[src/sv/assert_macros.svh]
// assertion macros shared by the receiver modules
// no dependencies; included by files that carry assertions
`ifndef ASSERT_MACROS_SVH
`define ASSERT_MACROS_SVH

// invariant checked on every rising clock edge outside reset
`define SFR_ASSERT(name, clk, rst, prop) \
   name: assert property (@(posedge clk) disable iff (rst) (prop)) \
      else $error("%m: invariant violated");

// consequence in the cycle after the antecedent, outside reset
`define SFR_ASSERT_NEXT(name, clk, rst, ante, cons) \
   name: assert property (@(posedge clk) disable iff (rst) (ante) |=> (cons)) \
      else $error("%m: next-cycle check failed");

`endif

[src/sv/sfr_pkg.sv]
// types and constants of the stuffed frame receiver
// no dependencies; used by all receiver modules by scoped names
package sfr_pkg;

   // line framing bytes
   localparam logic [7:0] HDR_A      = 8'h5E;
   localparam logic [7:0] HDR_B      = 8'h50;
   localparam logic [7:0] ESC_BYTE   = 8'h7D;
   localparam logic [7:0] START_BYTE = 8'h7E;
   localparam logic [7:0] ESC_XOR    = 8'h20;

   // primitive codes
   localparam logic [7:0] PR_ACK_POWERUP  = 8'h80;
   localparam logic [7:0] PR_ACK_VERSION  = 8'h81;
   localparam logic [7:0] PR_REQ_ADDR     = 8'h82;
   localparam logic [7:0] PR_END_DOWNLOAD = 8'h83;
   localparam logic [7:0] PR_CRC_ERR      = 8'h84;

   localparam logic [15:0] TIMEOUT_RESET = 16'd100;

   typedef enum logic [1:0] {
      OP_BYTE = 2'd0,
      OP_TICK = 2'd1,
      OP_SET  = 2'd2
   } op_type;

   typedef enum logic [1:0] {
      EV_NONE    = 2'd0,
      EV_FRAME   = 2'd1,
      EV_TIMEOUT = 2'd2
   } event_type;

   typedef enum logic [3:0] {
      SS_IDLE        = 4'd0,
      SS_POWERUP_REQ = 4'd1,
      SS_POWERUP_ACK = 4'd2,
      SS_VERSION_REQ = 4'd3,
      SS_VERSION_ACK = 4'd4,
      SS_TRANSFER    = 4'd5,
      SS_DATA_REQ    = 4'd6,
      SS_COMPLETE    = 4'd7,
      SS_FAIL        = 4'd8
   } session_type;

   // what the framer hands to the session logic for one request
   typedef struct packed {
      logic        done;
      logic        timeout;
      logic        hdr_ok;
      logic [7:0]  prim;
      logic [31:0] addr;
   } frame_evt_type;

endpackage

[src/sv/stuffed_frame_receiver_with_session.sv]
// top level of the byte-stuffed frame receiver with download session
// depends on sfr_pkg, sfr_frame, sfr_session and assert_macros.svh
//
//   channel  direction  handshake             payload
//   req      in         req_valid/req_stall   operation, rx_byte, set_state, expected_state
//   rsp      out        rsp_valid/rsp_stall   event, session, reached, header, primitive, address
//   csr      in         csr_write             byte_timeout
//
// one request per cycle sustained while rsp_stall is low; a request is held in the input
// register, then its result in the result register until it is taken
// the result register frees up in the cycle it is taken, so a new result can enter as the old one leaves
// reset is synchronous and clears framing, timeout, session and address state
// byte_timeout resets to 100
`include "assert_macros.svh"

module stuffed_frame_receiver_with_session #(
   parameter int FRAME_BYTES = 10
) (
   input  logic        clock,
   input  logic        reset,
   input  logic        req_valid,
   output logic        req_stall,
   input  logic [1:0]  req_operation,
   input  logic [7:0]  req_rx_byte,
   input  logic [3:0]  req_set_state,
   input  logic [3:0]  req_expected_state,
   output logic        rsp_valid,
   input  logic        rsp_stall,
   output logic [1:0]  rsp_event_res,
   output logic [3:0]  rsp_session_state,
   output logic        rsp_reached,
   output logic        rsp_header_ok,
   output logic [7:0]  rsp_primitive_res,
   output logic [31:0] rsp_address,
   input  logic        csr_write,
   input  logic [15:0] csr_byte_timeout
);

   logic        in_valid_ff, in_valid_in;
   logic [1:0]  op_ff;
   logic [7:0]  rx_ff;
   logic [3:0]  set_ff, exp_ff;
   logic [15:0] timeout_ff;

   logic        rsp_valid_ff, rsp_valid_in;
   logic [1:0]  event_ff;
   logic [3:0]  session_ff;
   logic        reached_ff, header_ff;
   logic [7:0]  prim_ff;
   logic [31:0] addr_ff;

   logic        out_free, step, load;
   logic [3:0]  session_next;
   logic [31:0] address_next;
   logic        reached;
   sfr_pkg::frame_evt_type evt;
   sfr_pkg::event_type     event_code;

   // pipeline handshake
   assign out_free  = !rsp_valid_ff || !rsp_stall;
   assign step      = in_valid_ff && out_free;
   assign req_stall = in_valid_ff && !out_free;
   assign load      = req_valid && !req_stall;

   assign in_valid_in  = load || (in_valid_ff && !step);
   assign rsp_valid_in = step || (rsp_valid_ff && rsp_stall);

   // config register
   always_ff @(posedge clock) begin
      if (reset) begin
         timeout_ff <= sfr_pkg::TIMEOUT_RESET;
      end else if (csr_write) begin
         timeout_ff <= csr_byte_timeout;
      end
   end

   // input register
   always_ff @(posedge clock) begin
      if (reset) begin
         in_valid_ff <= 1'b0;
      end else begin
         in_valid_ff <= in_valid_in;
      end
   end

   always_ff @(posedge clock) begin
      if (load) begin
         op_ff  <= req_operation;
         rx_ff  <= req_rx_byte;
         set_ff <= req_set_state;
         exp_ff <= req_expected_state;
      end
   end

   sfr_frame #(
      .FRAME_BYTES(FRAME_BYTES)
   ) u_frame (
      .clock       (clock),
      .reset       (reset),
      .step        (step),
      .operation   (op_ff),
      .rx_byte     (rx_ff),
      .byte_timeout(timeout_ff),
      .evt         (evt)
   );

   sfr_session u_session (
      .clock         (clock),
      .reset         (reset),
      .step          (step),
      .operation     (op_ff),
      .set_state     (set_ff),
      .expected_state(exp_ff),
      .evt           (evt),
      .session_next  (session_next),
      .address_next  (address_next),
      .reached       (reached)
   );

   // event code
   always_comb begin
      event_code = sfr_pkg::EV_NONE;
      if (evt.done) begin
         event_code = sfr_pkg::EV_FRAME;
      end else if (evt.timeout) begin
         event_code = sfr_pkg::EV_TIMEOUT;
      end
   end

   // result register
   always_ff @(posedge clock) begin
      if (reset) begin
         rsp_valid_ff <= 1'b0;
      end else begin
         rsp_valid_ff <= rsp_valid_in;
      end
   end

   always_ff @(posedge clock) begin
      if (step) begin
         event_ff   <= 2'(event_code);
         session_ff <= session_next;
         reached_ff <= reached;
         header_ff  <= evt.hdr_ok;
         prim_ff    <= evt.prim;
         addr_ff    <= address_next;
      end
   end

   assign rsp_valid         = rsp_valid_ff;
   assign rsp_event_res     = event_ff;
   assign rsp_session_state = session_ff;
   assign rsp_reached       = reached_ff;
   assign rsp_header_ok     = header_ff;
   assign rsp_primitive_res = prim_ff;
   assign rsp_address       = addr_ff;

   `SFR_ASSERT_NEXT(a_step_fills_rsp, clock, reset, step, rsp_valid_ff)
   `SFR_ASSERT(a_stall_only_when_full, clock, reset, !req_stall || (in_valid_ff && rsp_valid_ff))

endmodule

[src/sv/sfr_frame.sv]
// unstuffing, frame store, byte count and idle timeout of the receiver
// depends on sfr_pkg and assert_macros.svh
`include "assert_macros.svh"

module sfr_frame #(
   parameter int FRAME_BYTES = 10
) (
   input  logic                  clock,
   input  logic                  reset,
   input  logic                  step,
   input  logic [1:0]            operation,
   input  logic [7:0]            rx_byte,
   input  logic [15:0]           byte_timeout,
   output sfr_pkg::frame_evt_type evt
);

   localparam int CW = $clog2(FRAME_BYTES + 1);

   logic [7:0]    store_ff [FRAME_BYTES];
   logic [CW-1:0] cnt_ff, cnt_in;
   logic          esc_ff, esc_in;
   logic [15:0]   idle_ff, idle_in;

   logic          is_byte, is_tick, is_esc, store_en, timeout_hit, done;
   logic [7:0]    unstuffed;
   logic [CW-1:0] cnt_inc;
   logic [7:0]    eff [1:7];

   // operation decode
   always_comb begin
      is_byte = 1'b0;
      is_tick = 1'b0;
      case (sfr_pkg::op_type'(operation))
         sfr_pkg::OP_BYTE: is_byte = step;
         sfr_pkg::OP_TICK: is_tick = step;
         default:          ;
      endcase
   end

   // unstuff and advance the count
   assign is_esc      = (rx_byte == sfr_pkg::ESC_BYTE);
   assign unstuffed   = esc_ff ? (rx_byte ^ sfr_pkg::ESC_XOR) : rx_byte;
   assign store_en    = is_byte && !is_esc;
   assign cnt_inc     = cnt_ff + CW'((cnt_ff != '0) || (rx_byte == sfr_pkg::START_BYTE));
   assign done        = store_en && (cnt_inc == CW'(FRAME_BYTES));
   assign timeout_hit = is_tick && (idle_ff >= byte_timeout);

   // frame bytes as seen with the current byte forwarded
   always_comb begin
      for (int i = 1; i <= 7; i++) begin
         eff[i] = (cnt_ff == CW'(i)) ? unstuffed : store_ff[i];
      end
   end

   // control next state
   always_comb begin
      cnt_in  = cnt_ff;
      esc_in  = esc_ff;
      idle_in = idle_ff;
      if (is_byte) begin
         idle_in = '0;
         if (is_esc) begin
            esc_in = 1'b1;
         end else begin
            esc_in = 1'b0;
            cnt_in = done ? '0 : cnt_inc;
         end
      end else if (is_tick) begin
         if (timeout_hit) begin
            cnt_in  = '0;
            esc_in  = 1'b0;
            idle_in = '0;
         end else begin
            idle_in = idle_ff + 16'd1;
         end
      end
   end

   // result toward the session logic
   always_comb begin
      evt.done    = done;
      evt.timeout = timeout_hit;
      evt.hdr_ok  = done && (eff[1] == sfr_pkg::HDR_A) && (eff[2] == sfr_pkg::HDR_B);
      evt.prim    = done ? eff[3] : 8'd0;
      evt.addr    = {eff[7], eff[6], eff[5], eff[4]};
   end

   always_ff @(posedge clock) begin
      if (reset) begin
         cnt_ff  <= '0;
         esc_ff  <= 1'b0;
         idle_ff <= '0;
      end else begin
         cnt_ff  <= cnt_in;
         esc_ff  <= esc_in;
         idle_ff <= idle_in;
      end
   end

   // frame store, one write port at the current count
   for (genvar g = 0; g < FRAME_BYTES; g++) begin : g_store
      always_ff @(posedge clock) begin
         if (store_en && (cnt_ff == CW'(g))) begin
            store_ff[g] <= unstuffed;
         end
      end
   end

   `SFR_ASSERT(a_cnt_bound, clock, reset, cnt_ff < CW'(FRAME_BYTES))
   `SFR_ASSERT_NEXT(a_done_clears, clock, reset, done, cnt_ff == '0 && !esc_ff)
   `SFR_ASSERT_NEXT(a_timeout_clears, clock, reset, timeout_hit, idle_ff == '0 && cnt_ff == '0)

endmodule

[src/sv/sfr_session.sv]
// session state machine and captured address of the receiver
// depends on sfr_pkg
module sfr_session (
   input  logic                   clock,
   input  logic                   reset,
   input  logic                   step,
   input  logic [1:0]             operation,
   input  logic [3:0]             set_state,
   input  logic [3:0]             expected_state,
   input  sfr_pkg::frame_evt_type evt,
   output logic [3:0]             session_next,
   output logic [31:0]            address_next,
   output logic                   reached
);

   sfr_pkg::session_type session_ff, session_in;
   logic [31:0]          addr_ff, addr_in;

   // next session from a decoded frame or a software set
   always_comb begin
      session_in = session_ff;
      addr_in    = addr_ff;
      if (evt.done && evt.hdr_ok) begin
         case (evt.prim)
            sfr_pkg::PR_ACK_POWERUP: begin
               if (session_ff == sfr_pkg::SS_POWERUP_REQ) session_in = sfr_pkg::SS_POWERUP_ACK;
            end
            sfr_pkg::PR_ACK_VERSION: begin
               if (session_ff == sfr_pkg::SS_VERSION_REQ) session_in = sfr_pkg::SS_VERSION_ACK;
            end
            sfr_pkg::PR_REQ_ADDR: begin
               if (session_ff == sfr_pkg::SS_TRANSFER) begin
                  session_in = sfr_pkg::SS_DATA_REQ;
                  addr_in    = evt.addr;
               end
            end
            sfr_pkg::PR_END_DOWNLOAD: session_in = sfr_pkg::SS_COMPLETE;
            sfr_pkg::PR_CRC_ERR:      session_in = sfr_pkg::SS_FAIL;
            default:                  ;
         endcase
      end else if (step && (sfr_pkg::op_type'(operation) == sfr_pkg::OP_SET)) begin
         if (set_state <= 4'(sfr_pkg::SS_FAIL)) begin
            session_in = sfr_pkg::session_type'(set_state);
         end
      end
   end

   assign session_next = 4'(session_in);
   assign address_next = addr_in;
   assign reached      = evt.done && (4'(session_in) == expected_state);

   always_ff @(posedge clock) begin
      if (reset) begin
         session_ff <= sfr_pkg::SS_IDLE;
         addr_ff    <= '0;
      end else if (step) begin
         session_ff <= session_in;
         addr_ff    <= addr_in;
      end
   end

endmodule

[config.mk]
export PLATFORM = sky130hd
export DESIGN_NAME = stuffed_frame_receiver_with_session
export DESIGN_NICKNAME = d
export VERILOG_FILES = /design/src/sv/sfr_pkg.sv /design/src/sv/stuffed_frame_receiver_with_session.sv /design/src/sv/sfr_frame.sv /design/src/sv/sfr_session.sv
export VERILOG_INCLUDE_DIRS = /design/src /design/src/sv
export SDC_FILE = /design/constraint.sdc
export NUM_CORES = 1
export LEC_CHECK = 0
export BUFFER_PORTS_ARGS = -buffer_cell sky130_fd_sc_hd__clkbuf_2
export CAP_MARGIN = 30
export CORE_MARGIN = 2
export CORE_UTILIZATION = 53
export DETAILED_ROUTE_END_ITERATION = 16
export PLACE_DENSITY = 0.74
export SYNTH_ARGS = -nofsm -noshare
export SYNTH_HDL_FRONTEND = slang
export SYNTH_SLANG_ARGS = --single-unit
[constraint.sdc]
create_clock -name clock -period 4.4 [get_ports clock]
set_input_delay 0.88 -clock clock [delete_from_list [all_inputs] [get_ports clock]]
set_output_delay 0.88 -clock clock [all_outputs]
set_load 0.02 [all_outputs]
==> run summary <==
CP arrival - 3.74 ns
Synth area leader - edfxtp_1
Yosys warnings - 0
Total CTS buffers - 17
Share of layout cells above drive strength 1 - 19.5%
Mean area per synthesized cell - 12.0 sq um
Post-synth EDFFs - 122
Pleak - 0.00395 uW
Setup tns final - 0 ns
RSZ-0062 raised after global routing - no
Pre-CTS setup slack - 0.954 ns
Worst Setup End Kind - flop
Final Wtd Congestion - 0.908
FF-to-FF End - rsp_reached
Clock root buffer - clkbuf_16
Synthesized flop and latch total - 197
Largest net degree at the start of global routing - 65
Layout area overhead - 14.9%
Post-synth ARST share - 0%
Fin crit period - 3.50 ns
FF-to-FF Start - rx_ff[2]
Number of global-route vias before repair - 5601
Fmax - 0.286 GHz
Detailed-route DRC error count - 0
Main area contributors after synthesis - edfxtp_1, dfxtp_1, mux2i_1
PwrDens - 379 nW/um^2
Dpl hpwl - 11.6 mm
First-pass GRT wire length - 28.3 mm
Hold buffers post-CTS - 0
Pins Over Slew Limit - 0
IO Pins - 89
Overall Global Routing Usage - 21.8%
Clock slew at the register clock pins of the worst setup and hold paths - 0.07 ns
WL per Instance - 16.7 um
Final core occ - 61.8%
ANT cells - 0
Top cell type's share of synthesized area - 43.2%
Seq/Total Area, Yosys - 60.9%
Final hold violation count - 0
Number of placement rows - 46
Worst Skew - 0.00775 ns
CTS sink cnt - 197
IO buf count - 88
Slew @ Worst Pin - 0.771 ns
Top cells by count, synth - edfxtp_1, dfxtp_1, nand2_1
Gate Count Post-Synth - 709
Critical path origin - rx_ff[2]
CTS tree - built
Initial antenna violation count - 0
Slew headroom - 48.6%
# nets final - 863
R2R Setup Slk - 0.90 ns
Critical path type - reg -> reg
Total grt overflow - 0
Antenna-violating nets left - 0
Crit-path max FO - 18
CTS max path bufs - 2
Core footprint - 15800 sq um
Tcrit/Tclk final - 79.5%
Worst Reg-to-Reg Cells - 14
Startpoint Class - flop
# resized after CTS - 0
Max_cap viols - 0
Maximum vdd ir drop - 266 uV
Vias - 5692
Final cell count without fillers - 1030
First-pass detailed-route iteration total - 5
Clk_lat worst skew - 0.43 ns
Post-CTS Setup Inserts - 0
Number of distinct library cells after synthesis - 79
Status - complete, no violations
Die Wd - 131 um
Most common cell in the netlist - edfxtp_1
Post-route worst setup slack - 0.904 ns
Top FF cell, synth - edfxtp_1
Die Span Y - 131 um
Worst path required time - 4.64 ns
Total routed wirelength - 17.2 mm
DP Cell Count - 998
Cell Area, Synth - 8490 sq um
Hold WC Path Type - reg -> reg
Initial Utilization - 53.8%
Initial DRC Count - 418
Routed vias/inst - 5.53
Crit path to - rsp_reached
H-tree levels - 4
Final setup fails - 0
Hold_sp - timeout_ff[2]
Die area - 17000 sq um
Syn Nets - 771
[through the flow]
step	hold WS (ns)	power, uW	area, sq um
2_1_floorplan	0.453	2150	8490
3_3_place_gp	0.476	2220	9160
3_5_place_dp	0.479	2220	9170
4_1_cts	0.496	3720	9750
5_1_grt	0.526	3810	9750
6_report	0.491	3690	9750
[registers in the layout, indices dropped and copies added (netlist names)]
signal	count
u_frame.store_ff	56
rsp_address	32
u_session.addr_ff	32
timeout_ff	16
u_frame.idle_ff	16
rsp_primitive_res	8
rx_ff	8
exp_ff	4
rsp_session_state	4
set_ff	4
u_frame.cnt_ff	4
u_session.session_ff	4
op_ff	2
rsp_event_res	2
in_valid_ff	1
rsp_header_ok	1
rsp_reached	1
rsp_valid	1
u_frame.esc_ff	1
[power breakdown]
group	internal (uW)	switching, uW
registers	1990	18.7
logic	59.2	110
clock network	820	691
[cell type report]
class                   count  area [sq um]
fillers                  1314          6020
inverters                  27           101
repair buffers            102           546
clock buffers              19           454
well taps                 216           270
multi-input cells         456          3090
clock inverters            13           123
flip-flops and latches    197          5160
[cells by family (layout without fill, tap and decap cells)]
family          Yosys count  after routing  share of synthesized area (%)
xor+xnor                 21             21                           2.34
flops                   197            197                           60.9
simple gates            251            251                           15.7
compound gates          112            112                           8.73
buf+inv                  56            161                           2.88
fa+ha+maj                23             23                           3.39
mux                      49             49                           6.10
[worst min path at each step]
| stage | endpoint | slack, ns | cells past startpoint |
|---|---|---|---|
| after floorplan | rsp_valid | 0.45 | 2 |
| after detailed placement | timeout_ff[2] | 0.48 | 2 |
| after CTS | timeout_ff[2] | 0.50 | 2 |
| final | timeout_ff[2] | 0.49 | 2 |
| after global routing | timeout_ff[6] | 0.53 | 2 |
| after global placement | rsp_valid | 0.48 | 2 |
[critical path, stage by stage, from the launching register on]
cell and delay, ns:
edfxtp_1 0.33, buf_4 0.23, and4b_1 0.25, nand2b_1 0.10
o211ai_1 0.18, ha_1 0.23, nand2_1 0.09, xnor2_1 0.19
a41o_1 0.33, nand2_2 0.20, inv_1 0.17, nand3_1 0.12
and2_2 0.24, a211o_1 0.30, a2111oi_2 0.36
[cell usage in the layout (no fill, tap or decap), types with 7 or more instances in the layout]
cell,netlist,layout
clkbuf_2,0,88
nand2_1,69,69
buf_4,0,14
nand3_1,13,12
ha_1,23,23
nor2_1,60,60
mux2i_1,45,45
inv_1,26,26
clkbuf_16,0,18
nor3_1,7,7
and2_1,35,35
dfxtp_1,75,75
xnor2_1,7,7
a21oi_1,23,23
and3_1,7,7
edfxtp_1,122,122
o21ai_1,35,35
nand4_1,9,9
xor2_1,12,12
[layer usage]
metal  vias to the layer above  GRT usage (%)  wire (um)
met5                         -              0          0
met1                      2695           28.4       7520
met3                        35           3.87        963
met4                         0           9.26        364
li1                       2750              -          -
met2                       212           36.2       8380
(Power assumes the default switching activity.)
